[src/assert_macros.svh]
// Assertion macros shared by the RTL of the epoch seconds converter.
// Needs clk and rst_n in the scope where a macro is used.
`ifndef ASSERT_MACROS_SVH
`define ASSERT_MACROS_SVH

// Same-cycle implication, checked outside reset
`define CTE_ASSERT_NOW(lbl, ante, cons) \
  lbl: assert property (@(posedge clk) disable iff (!rst_n) (ante) |-> (cons)) \
    else $error("same-cycle check failed");

// Next-cycle implication, checked outside reset
`define CTE_ASSERT_NEXT(lbl, ante, cons) \
  lbl: assert property (@(posedge clk) disable iff (!rst_n) (ante) |=> (cons)) \
    else $error("next-cycle check failed");

`endif

[src/cte_pkg.sv]
// Constants, widths and month table for the calendar to epoch seconds converter.
// No dependencies.
`default_nettype none

package cte_pkg;

  // Field widths
  localparam int YEAR_W  = 12;
  localparam int MONTH_W = 4;
  localparam int DAY_W   = 5;
  localparam int HOUR_W  = 5;
  localparam int MIN_W   = 6;
  localparam int SEC_W   = 6;
  localparam int OUT_W   = 33;

  // Internal widths
  localparam int DY_W    = 8;   // whole years since the epoch year
  localparam int LD_W    = 6;   // leap days in those years
  localparam int Q25_W   = 8;   // year / 25
  localparam int DOY_W   = 9;   // days before a month
  localparam int DAYS_W  = 17;  // total day count
  localparam int HMS_W   = 17;  // seconds within the day terms
  localparam int PROD_W  = 34;  // days * seconds per day, full width

  // Calendar constants
  localparam logic [YEAR_W-1:0] FIRST_YEAR   = 12'd1970;
  localparam logic [YEAR_W-1:0] LAST_YEAR    = 12'd2225;
  localparam logic [YEAR_W-1:0] CENT_A_YEAR  = 12'd2100;  // non-leap century
  localparam logic [YEAR_W-1:0] CENT_B_YEAR  = 12'd2200;  // non-leap century
  localparam logic [YEAR_W-1:0] LEAP_BASE    = 12'd492;   // 1969 / 4
  localparam logic [DOY_W-1:0]  DAYS_COMMON  = 9'd365;
  localparam logic [16:0]       SECS_PER_DAY = 17'd86400;
  localparam logic [11:0]       SECS_PER_HR  = 12'd3600;
  localparam logic [5:0]        SECS_PER_MIN = 6'd60;
  localparam logic [MONTH_W-1:0] ALL_MONTHS  = 4'd12;

  // year / 25 by reciprocal: (year * 5243) >> 17, exact for 12-bit years
  localparam logic [12:0] RECIP25       = 13'd5243;
  localparam int          RECIP25_SHIFT = 17;
  localparam logic [4:0]  TWENTY_FIVE   = 5'd25;

  // Days before the start of a month, by elapsed months, common year
  function automatic logic [DOY_W-1:0] days_before(input logic [MONTH_W-1:0] elapsed);
    logic [DOY_W-1:0] d;
    case (elapsed)
      4'd0:    d = 9'd0;
      4'd1:    d = 9'd31;
      4'd2:    d = 9'd59;
      4'd3:    d = 9'd90;
      4'd4:    d = 9'd120;
      4'd5:    d = 9'd151;
      4'd6:    d = 9'd181;
      4'd7:    d = 9'd212;
      4'd8:    d = 9'd243;
      4'd9:    d = 9'd273;
      4'd10:   d = 9'd304;
      4'd11:   d = 9'd334;
      default: d = 9'd365;
    endcase
    return d;
  endfunction

endpackage

`default_nettype wire

[src/calendar_to_epoch_seconds_top.sv]
// Calendar to epoch seconds converter, four-stage pipeline.
// Depends on cte_pkg and assert_macros.svh.
`default_nettype none
//
// Usage:
//   A request on the in_ channel carries a UTC date and time (year, month,
//   day, hours, minutes, seconds). It is taken at a clock edge where
//   in_valid is high and in_stall is low. Each request gives one result on
//   the out_ channel: out_epoch_seconds, seconds since 1970-01-01 00:00:00.
//   Years after 2225 give all ones.
//   The request passes the four stage registers (decode, day count, day-to-
//   seconds multiply, output sum) in that order; out_valid rises when it
//   reaches the last. One request can be taken every cycle while out_stall
//   is low.
//   When the receiver raises out_stall the result register holds; stages
//   behind it keep filling empty slots, and in_stall rises only once every
//   stage holds a request.
//   Reset (rst_n low, synchronous) empties the pipeline; payload registers
//   are not cleared.
//

module calendar_to_epoch_seconds_top (
  input  wire                              clk,
  input  wire                              rst_n,
  input  wire                              in_valid,
  output logic                             in_stall,
  input  wire  [cte_pkg::YEAR_W-1:0]       in_year,
  input  wire  [cte_pkg::MONTH_W-1:0]      in_month,
  input  wire  [cte_pkg::DAY_W-1:0]        in_day,
  input  wire  [cte_pkg::HOUR_W-1:0]       in_hours,
  input  wire  [cte_pkg::MIN_W-1:0]        in_minutes,
  input  wire  [cte_pkg::SEC_W-1:0]        in_seconds,
  output logic                             out_valid,
  input  wire                              out_stall,
  output logic [cte_pkg::OUT_W-1:0]        out_epoch_seconds
);

`include "assert_macros.svh"

  localparam int HMS_W  = cte_pkg::HMS_W;
  localparam int DAYS_W = cte_pkg::DAYS_W;

  // Stage valids and enables
  logic v1_r, v2_r, v3_r, v4_r;
  logic en1, en2, en3, en4;

  assign en4 = !v4_r || !out_stall;
  assign en3 = !v3_r || en4;
  assign en2 = !v2_r || en3;
  assign en1 = !v1_r || en2;
  assign in_stall  = !en1;
  assign out_valid = v4_r;

  always_ff @(posedge clk) begin
    if (!rst_n) begin
      v1_r <= 1'b0;
      v2_r <= 1'b0;
      v3_r <= 1'b0;
      v4_r <= 1'b0;
    end else begin
      if (en1) v1_r <= in_valid;
      if (en2) v2_r <= v1_r;
      if (en3) v3_r <= v2_r;
      if (en4) v4_r <= v3_r;
    end
  end

  // ---------------- Stage 1: field decode ----------------
  logic                              sat1_nxt, sat1_r;
  logic [cte_pkg::DY_W-1:0]          dy1_nxt, dy1_r;
  logic [cte_pkg::LD_W-1:0]          ld1_nxt, ld1_r;
  logic [cte_pkg::Q25_W-1:0]         q251_nxt, q251_r;
  logic [cte_pkg::YEAR_W-1:0]        year1_r;
  logic [cte_pkg::MONTH_W-1:0]       el1_nxt, el1_r;
  logic [cte_pkg::DAY_W-1:0]         dt1_nxt, dt1_r;
  logic [cte_pkg::HMS_W-1:0]         hms1_nxt, hms1_r;
  logic [cte_pkg::YEAR_W-1:0]        ydiff, yquart, ldwide;
  logic [24:0]                       recip_prod;

  always_comb begin
    sat1_nxt = (in_year > cte_pkg::LAST_YEAR);
    // whole years and leap days since the epoch year
    ydiff  = in_year - cte_pkg::FIRST_YEAR;
    yquart = (in_year - 12'd1) >> 2;
    ldwide = yquart - cte_pkg::LEAP_BASE
           - {11'd0, (in_year > cte_pkg::CENT_A_YEAR)}
           - {11'd0, (in_year > cte_pkg::CENT_B_YEAR)};
    if (in_year > cte_pkg::FIRST_YEAR) begin
      dy1_nxt = ydiff[cte_pkg::DY_W-1:0];
      ld1_nxt = ldwide[cte_pkg::LD_W-1:0];
    end else begin
      dy1_nxt = '0;
      ld1_nxt = '0;
    end
    // year / 25 for the century test
    recip_prod = {13'd0, in_year} * {12'd0, cte_pkg::RECIP25};
    q251_nxt   = recip_prod[cte_pkg::RECIP25_SHIFT +: cte_pkg::Q25_W];
    // elapsed months, clamped to a full year
    if (in_month == '0)                     el1_nxt = '0;
    else if (in_month > cte_pkg::ALL_MONTHS) el1_nxt = cte_pkg::ALL_MONTHS;
    else                                     el1_nxt = in_month - 4'd1;
    // day zero counts as day one
    dt1_nxt = (in_day == '0) ? '0 : in_day - 5'd1;
    // hours, minutes and seconds within the day
    hms1_nxt = HMS_W'({12'd0, in_hours} * {5'd0, cte_pkg::SECS_PER_HR})
             + HMS_W'({6'd0, in_minutes} * {6'd0, cte_pkg::SECS_PER_MIN})
             + HMS_W'(in_seconds);
  end

  always_ff @(posedge clk) begin
    if (en1) begin
      sat1_r  <= sat1_nxt;
      dy1_r   <= dy1_nxt;
      ld1_r   <= ld1_nxt;
      q251_r  <= q251_nxt;
      year1_r <= in_year;
      el1_r   <= el1_nxt;
      dt1_r   <= dt1_nxt;
      hms1_r  <= hms1_nxt;
    end
  end

  // ---------------- Stage 2: day count ----------------
  logic                         sat2_r;
  logic [cte_pkg::DAYS_W-1:0]   days2_nxt, days2_r;
  logic [HMS_W-1:0]             hms2_r;
  logic [cte_pkg::YEAR_W-1:0]   q25x25;
  logic                         m4, m16, m25, leap;

  always_comb begin
    q25x25 = ({4'd0, q251_r} << 4) + ({4'd0, q251_r} << 3) + {4'd0, q251_r};
    m4   = (year1_r[1:0] == 2'd0);
    m16  = (year1_r[3:0] == 4'd0);
    m25  = (q25x25 == year1_r);
    leap = m4 && (!m25 || m16);
    days2_nxt = DAYS_W'({9'd0, dy1_r} * {8'd0, cte_pkg::DAYS_COMMON})
              + DAYS_W'(ld1_r)
              + DAYS_W'(cte_pkg::days_before(el1_r))
              + DAYS_W'(leap && (el1_r >= 4'd2))
              + DAYS_W'(dt1_r);
  end

  always_ff @(posedge clk) begin
    if (en2) begin
      sat2_r  <= sat1_r;
      days2_r <= days2_nxt;
      hms2_r  <= hms1_r;
    end
  end

  // ---------------- Stage 3: days to seconds ----------------
  logic                        sat3_r;
  logic [cte_pkg::PROD_W-1:0]  prod3_nxt, prod3_r;
  logic [HMS_W-1:0]            hms3_r;

  assign prod3_nxt = {17'd0, days2_r} * {17'd0, cte_pkg::SECS_PER_DAY};

  always_ff @(posedge clk) begin
    if (en3) begin
      sat3_r  <= sat2_r;
      prod3_r <= prod3_nxt;
      hms3_r  <= hms2_r;
    end
  end

  // ---------------- Stage 4: final sum and result register ----------------
  logic [cte_pkg::OUT_W-1:0] out_nxt, out_r;

  always_comb begin
    if (sat3_r) out_nxt = '1;
    else        out_nxt = prod3_r[cte_pkg::OUT_W-1:0]
                        + {{(cte_pkg::OUT_W-HMS_W){1'b0}}, hms3_r};
  end

  always_ff @(posedge clk) begin
    if (en4) out_r <= out_nxt;
  end

  assign out_epoch_seconds = out_r;

  // ---------------- Checks ----------------
  // in_stall only when every stage is full and the output is held
  `CTE_ASSERT_NOW(a_stall_full, in_stall, v1_r && v2_r && v3_r && out_valid && out_stall)
  // an out-of-range year is flagged for saturation in stage 1
  `CTE_ASSERT_NEXT(a_sat_flag, in_valid && !in_stall && (in_year > cte_pkg::LAST_YEAR), v1_r && sat1_r)
  // a saturated request reaches the output as all ones
  `CTE_ASSERT_NEXT(a_sat_out, v3_r && sat3_r && en4, out_valid && (&out_epoch_seconds))
  // a request held in stage 3 is not dropped
  `CTE_ASSERT_NEXT(a_hold3, v3_r && !en4, v3_r)

endmodule

`default_nettype wire

[config.mk]
export PLATFORM = sky130hd
export DESIGN_NAME = calendar_to_epoch_seconds_top
export DESIGN_NICKNAME = d
export VERILOG_FILES = /design/src/cte_pkg.sv /design/src/calendar_to_epoch_seconds_top.sv
export VERILOG_INCLUDE_DIRS = /design/src /design/src/src
export SDC_FILE = /design/constraint.sdc
export NUM_CORES = 1
export LEC_CHECK = 0
export BUFFER_PORTS_ARGS = -buffer_cell sky130_fd_sc_hd__buf_4
export CAP_MARGIN = 0
export CORE_MARGIN = 5
export CORE_UTILIZATION = 30
export CTS_CLUSTER_SIZE = 30
export DETAILED_ROUTE_END_ITERATION = 16
export PLACE_DENSITY_LB_ADDON = 0.2
export RECOVER_POWER = 100
export REMOVE_ABC_BUFFERS = 1
export SLEW_MARGIN = 20
export SYNTH_ARGS = -nofsm -noshare
export SYNTH_HDL_FRONTEND = slang
export SYNTH_SLANG_ARGS = --single-unit
[constraint.sdc]
create_clock -name clk -period 15 [get_ports clk]
set_input_delay 3 -clock clk [delete_from_list [all_inputs] [get_ports clk]]
set_output_delay 3 -clock clk [all_outputs]
set_load 0.01 [all_outputs]
# Word level (Yosys, flattened, before mapping)

Memories as Yosys holds them, arrays and structs flattened.
Index checks and enable logic that the tools add are counted.

Flip-flop bits (word level): 177
ROM bits: 144
Input port bits: 42
Output and inout bits: 35
Word-level logic and storage cells: 69
Memories: 1

$add $sub $neg: 16
Multiply operators: 5
$lt $le $gt $ge: 6
Equal/unequal tests: 1
Mux-type cells: 1
Reductions and logical operators: 19

Memory list:

| memory           | depth | width | read ports | clocked after memory_dff | write ports | RTL line      | RTL |
|---|---|---|---|---|---|---|---|
| (name not given) | 16    | 9     | 1          | 0                        | 0           | cte_pkg.sv:45 | `case (elapsed)` |

Operator list:

| operator                                                        | count |
|---|---|
| greater-than comparator 12 bit, second input constant           | 3 |
| adder 17 x 6 -> 17 bit                                          | 2 |
| adder 33 x 17 -> 33 bit                                         | 1 |
| multiplier 17 x 10 -> 26 bit, second input constant             | 1 |
| multiplier 12 x 13 -> 25 bit, second input constant             | 1 |
| adder 17 x 1 -> 17 bit                                          | 1 |
| adder 17 x 12 -> 17 bit                                         | 1 |
| adder 17 x 5 -> 17 bit                                          | 1 |
| adder 17 x 9 -> 17 bit                                          | 1 |
| multiplier 8 x 9 -> 17 bit, second input constant               | 1 |
| multiplier 5 x 8 -> 13 bit, second input constant               | 1 |
| adder 12 x 11 -> 12 bit                                         | 1 |
| adder 12 x 8 -> 12 bit                                          | 1 |
| equality test 12 bit                                            | 1 |
| greater-than comparator 12 x 11 -> 1 bit, second input constant | 1 |
| multiplier 6 x 4 -> 10 bit, second input constant               | 1 |
| logical NOT 4 bit                                               | 2 |
| subtractor 8 x 1 -> 8 bit, second input constant                | 1 |
| subtractor 8 bit, second input constant                         | 1 |
| logical NOT 1 bit                                               | 7 |
| subtractor 6 x 1 -> 6 bit                                       | 1 |
| subtractor 6 x 2 -> 6 bit                                       | 1 |
| subtractor 6 bit, second input constant                         | 1 |
| logical NOT 5 bit                                               | 1 |
| other kinds (9)                                                 | 14 |

# Logic depth before layout (Yosys ltp)

Word-level depth: 9
Gate-level depth with buffers: 25
Gate-level depth less buffers: 25

# Worst setup path after synthesis

Ideal clock, no wire load.

Path type: input -> output
From: in out_stall
To: out in_stall
Arrival time: 5,160 ps
Data required time: 12,000 ps
Path slack: 6,840 ps
Stages on the path: 3
Path buffers: 0
Cells stage by stage: and3_1 > nand3_1 > inv_1

Cells in the longest elaborated chain, start to end: 6

Ends and longest elaborated chain:

| element           | RTL line                            | RTL |
|---|---|---|
| from (decl)       | calendar_to_epoch_seconds_top.sv:34 | `input wire out_stall,` |
| logical NOT 1 bit | calendar_to_epoch_seconds_top.sv:47 | `assign en4 = !v4_r \|\| !out_stall;` |
| logical OR 1 bit  | calendar_to_epoch_seconds_top.sv:47 |  |
| logical OR 1 bit  | calendar_to_epoch_seconds_top.sv:48 | `assign en3 = !v3_r \|\| en4;` |
| logical OR 1 bit  | calendar_to_epoch_seconds_top.sv:49 | `assign en2 = !v2_r \|\| en3;` |
| logical OR 1 bit  | calendar_to_epoch_seconds_top.sv:50 | `assign en1 = !v1_r \|\| en2;` |
| logical NOT 1 bit | calendar_to_epoch_seconds_top.sv:51 | `assign in_stall = !en1;` |
| to (decl)         | calendar_to_epoch_seconds_top.sv:26 | `output logic in_stall,` |

No other way between the ends.

# Worst setup path after layout

Same ends and word-level chain as after synthesis.

==> results.cfg <==
[yosys]
ys_top_cells_by_area = edfxtp_1 (31%), ha_1 (24%), fa_1 (16%)
yosysWarnings = 0
syn_area_mm2 = 0.0169
yosysTopAreaCell = edfxtp_1
async_reset_ff_share_pct = 0
synth_edf_count = 173
syn_avg_cell_area_um2 = 11.1
synth_common_cells = ha_1 (322), inv_1 (321), edfxtp_1 (173), fa_1 (139), xnor2_1 (76)
synth_most_common_cell = ha_1
synthDistinctLibCells = 66
synth_seq_cells = 177
synth_top_area_share_pct = 30.7
postSynthCellCount = 1529
yosysSeqAreaShare_pct = 31.2
synth_top_flop_cell = edfxtp_1

[grt]
track_usage_pct = 11.0
grt_pass1_wl_um = 53800
grt.overflow.total = 0
grt_start_max_net_pins = 63
antenna_found_initial = 0
grt_pass1_vias = 10700

[clock_network]
cts_tree = built
cts_root_buf = clkbuf_16
clk_pin_slew_ns = 0.08
numCtsBuffers = 17
cts_setup_buffers = 0
cts_sinks = 177
cts-resized-gates = 0
clk_path_buf_depth = 2
htree_levels = 4
ctsHoldBuffers = 0
clkLatencyLatePin_ns = 0.47

[timing]
tns_ns = 0
setup_viol = 0
finClkSkew_ns = 0.0245
drv_slew = 144
slew_headroom_pct = -141
fmax_ghz = 0.106
final.period_utilization_pct = 62.9
post-route-min-period_ns = 9.43
hold_viol_final = 0
worst_pin_slew_ns = 3.62
rsz0062_at_grt = no

[critical_path]
criticalPathCategory = input pin to output pin
cp-start-kind = input pin
reg2reg_to = days2_r[16]
reg2reg_slack_ns = 8.58
r2r_start = q251_r[0]
critPathRequiredTime_ns = 12.00
cp-end-kind = output pin
crit_path_end = in_stall
worstRegToRegCells = 25
critPathLaunch = out_stall
crit_path_max_fanout = 62
worst_ep_arrival_time_ns = 6.43

[min_path]
hold_class = flop to flop

[routing]
routedWlPerCell_um = 13.4
num_vias = 10300
final_antenna_net_count = 0
drt-total-wl_um = 32100
drt_pass1_iterations = 4
via_per_inst = 4.30
drc = 0
drt_first_iter_violations = 462

[run_status]
violations = max-capacitance violations, max-slew violations
status = finished, violations left

[cells_and_area]
diodes = 0
fill_cells = 5715
syn2layout_area_growth_pct = 11.0
final_layout_size_suffix_gt1_share_pct = 5.39
final_cells = 2388
nNetsFinal = 2122
stdcell_area_mm2 = 0.0188

[die]
io_pins = 77
fp-row-count = 87
chipWidth_um = 247
design.die.area_mm2 = 0.0613
coreArea_mm2 = 0.0562
chipHeight_um = 247
start_util_pct = 30.1

[run]
maxCapViolCount = 3

[placement]
hpwl_um = 27400
placed_area_mm2 = 0.0184
gp_congestion = 0.833
port_buffers = 76
placed_cells = 2356
[kinds of logic after synthesis]
logic type / count (synthesis) / share of synthesized area [%]
flip-flops: 177 / 31.2
AO/OA/AOI/OAI: 213 / 8.46
multiplexers: 1 / 0.0665
AND/OR/NAND/NOR: 240 / 7.14
buffers and inverters: 330 / 7.36
XOR/XNOR: 107 / 5.54
adder cells (fa/ha/maj): 461 / 40.3
[cell type report]
class	instances	area (um2)	share of cell area, %
multi-input combinational	1022	10300	55.0
sequential	177	5280	28.1
inverter	321	1200	6.41
tap	756	946	5.03
clock buffer	17	425	2.26
timing repair buffer	80	398	2.12
clock inverter	15	211	1.13
[how the worst min path moves through the flow]
stage	from	end	slack [ns]	cells past startpoint
finish	hms2_r[9]	hms3_r[9]	0.42	0
global route	hms1_r[16]	hms2_r[16]	0.43	0
CTS	hms1_r[9]	hms2_r[9]	0.42	0
detailed placement	hms1_r[9]	hms2_r[9]	0.40	0
global placement	hms2_r[3]	hms3_r[3]	0.40	0
floorplan	hms1_r[0]	hms2_r[0]	0.40	0
[state kept, by name (all words and copies together), names as in the netlist]
name and count:
out_epoch_seconds 33, prod3_r 26, days2_r 17, hms1_r 17
hms2_r 17, hms3_r 17, year1_r 12, dy1_r 8
q251_r 8, ld1_r 6, dt1_r 5, el1_r 4
out_valid 1, sat1_r 1, sat2_r 1, sat3_r 1
v1_r 1, v2_r 1, v3_r 1
[through the flow]
step	setup WS [ns]	hold WS, ns	utilization, %
after floorplan	6.84	0.400	-
after global placement	6.95	0.403	32.8
after detailed placement	6.90	0.405	32.8
after CTS	7.41	0.423	33.9
after global routing	4.90	0.427	33.5
final	5.57	0.417	33.5
[layer usage]
| metal | vias up | part of all wire, % | track usage (%) |
|---|---|---|---|
| li1 | 5335 | - | - |
| met1 | 4761 | 48 | 14.9 |
| met2 | 134 | 47 | 18.2 |
| met3 | 27 | 3.8 | 1.74 |
| met4 | 0 | 1.5 | 3.25 |
| met5 | - | 0 | 0 |
[worst max-delay path, stage by stage]
cell	delay [ns]
clkbuf_1	0.09
and3_1	0.21
nand3_2	0.09
clkbuf_1	2.52
inv_1	0.26
clkbuf_1	0.25
[layout by cell type, fill, tap and decap left out, types with 37 or more instances in the layout]
cell	Yosys	routed
ha_1	322	322
inv_1	321	321
nor2_1	49	49
xnor2_1	76	76
fa_1	139	139
nand2_1	59	59
edfxtp_1	173	173
a21oi_1	62	66
o21ai_0	32	37
clkbuf_1	8	54
Power is not shown: default switching activity piles up to over one toggle a cycle in this logic, so the estimate is an artifact.
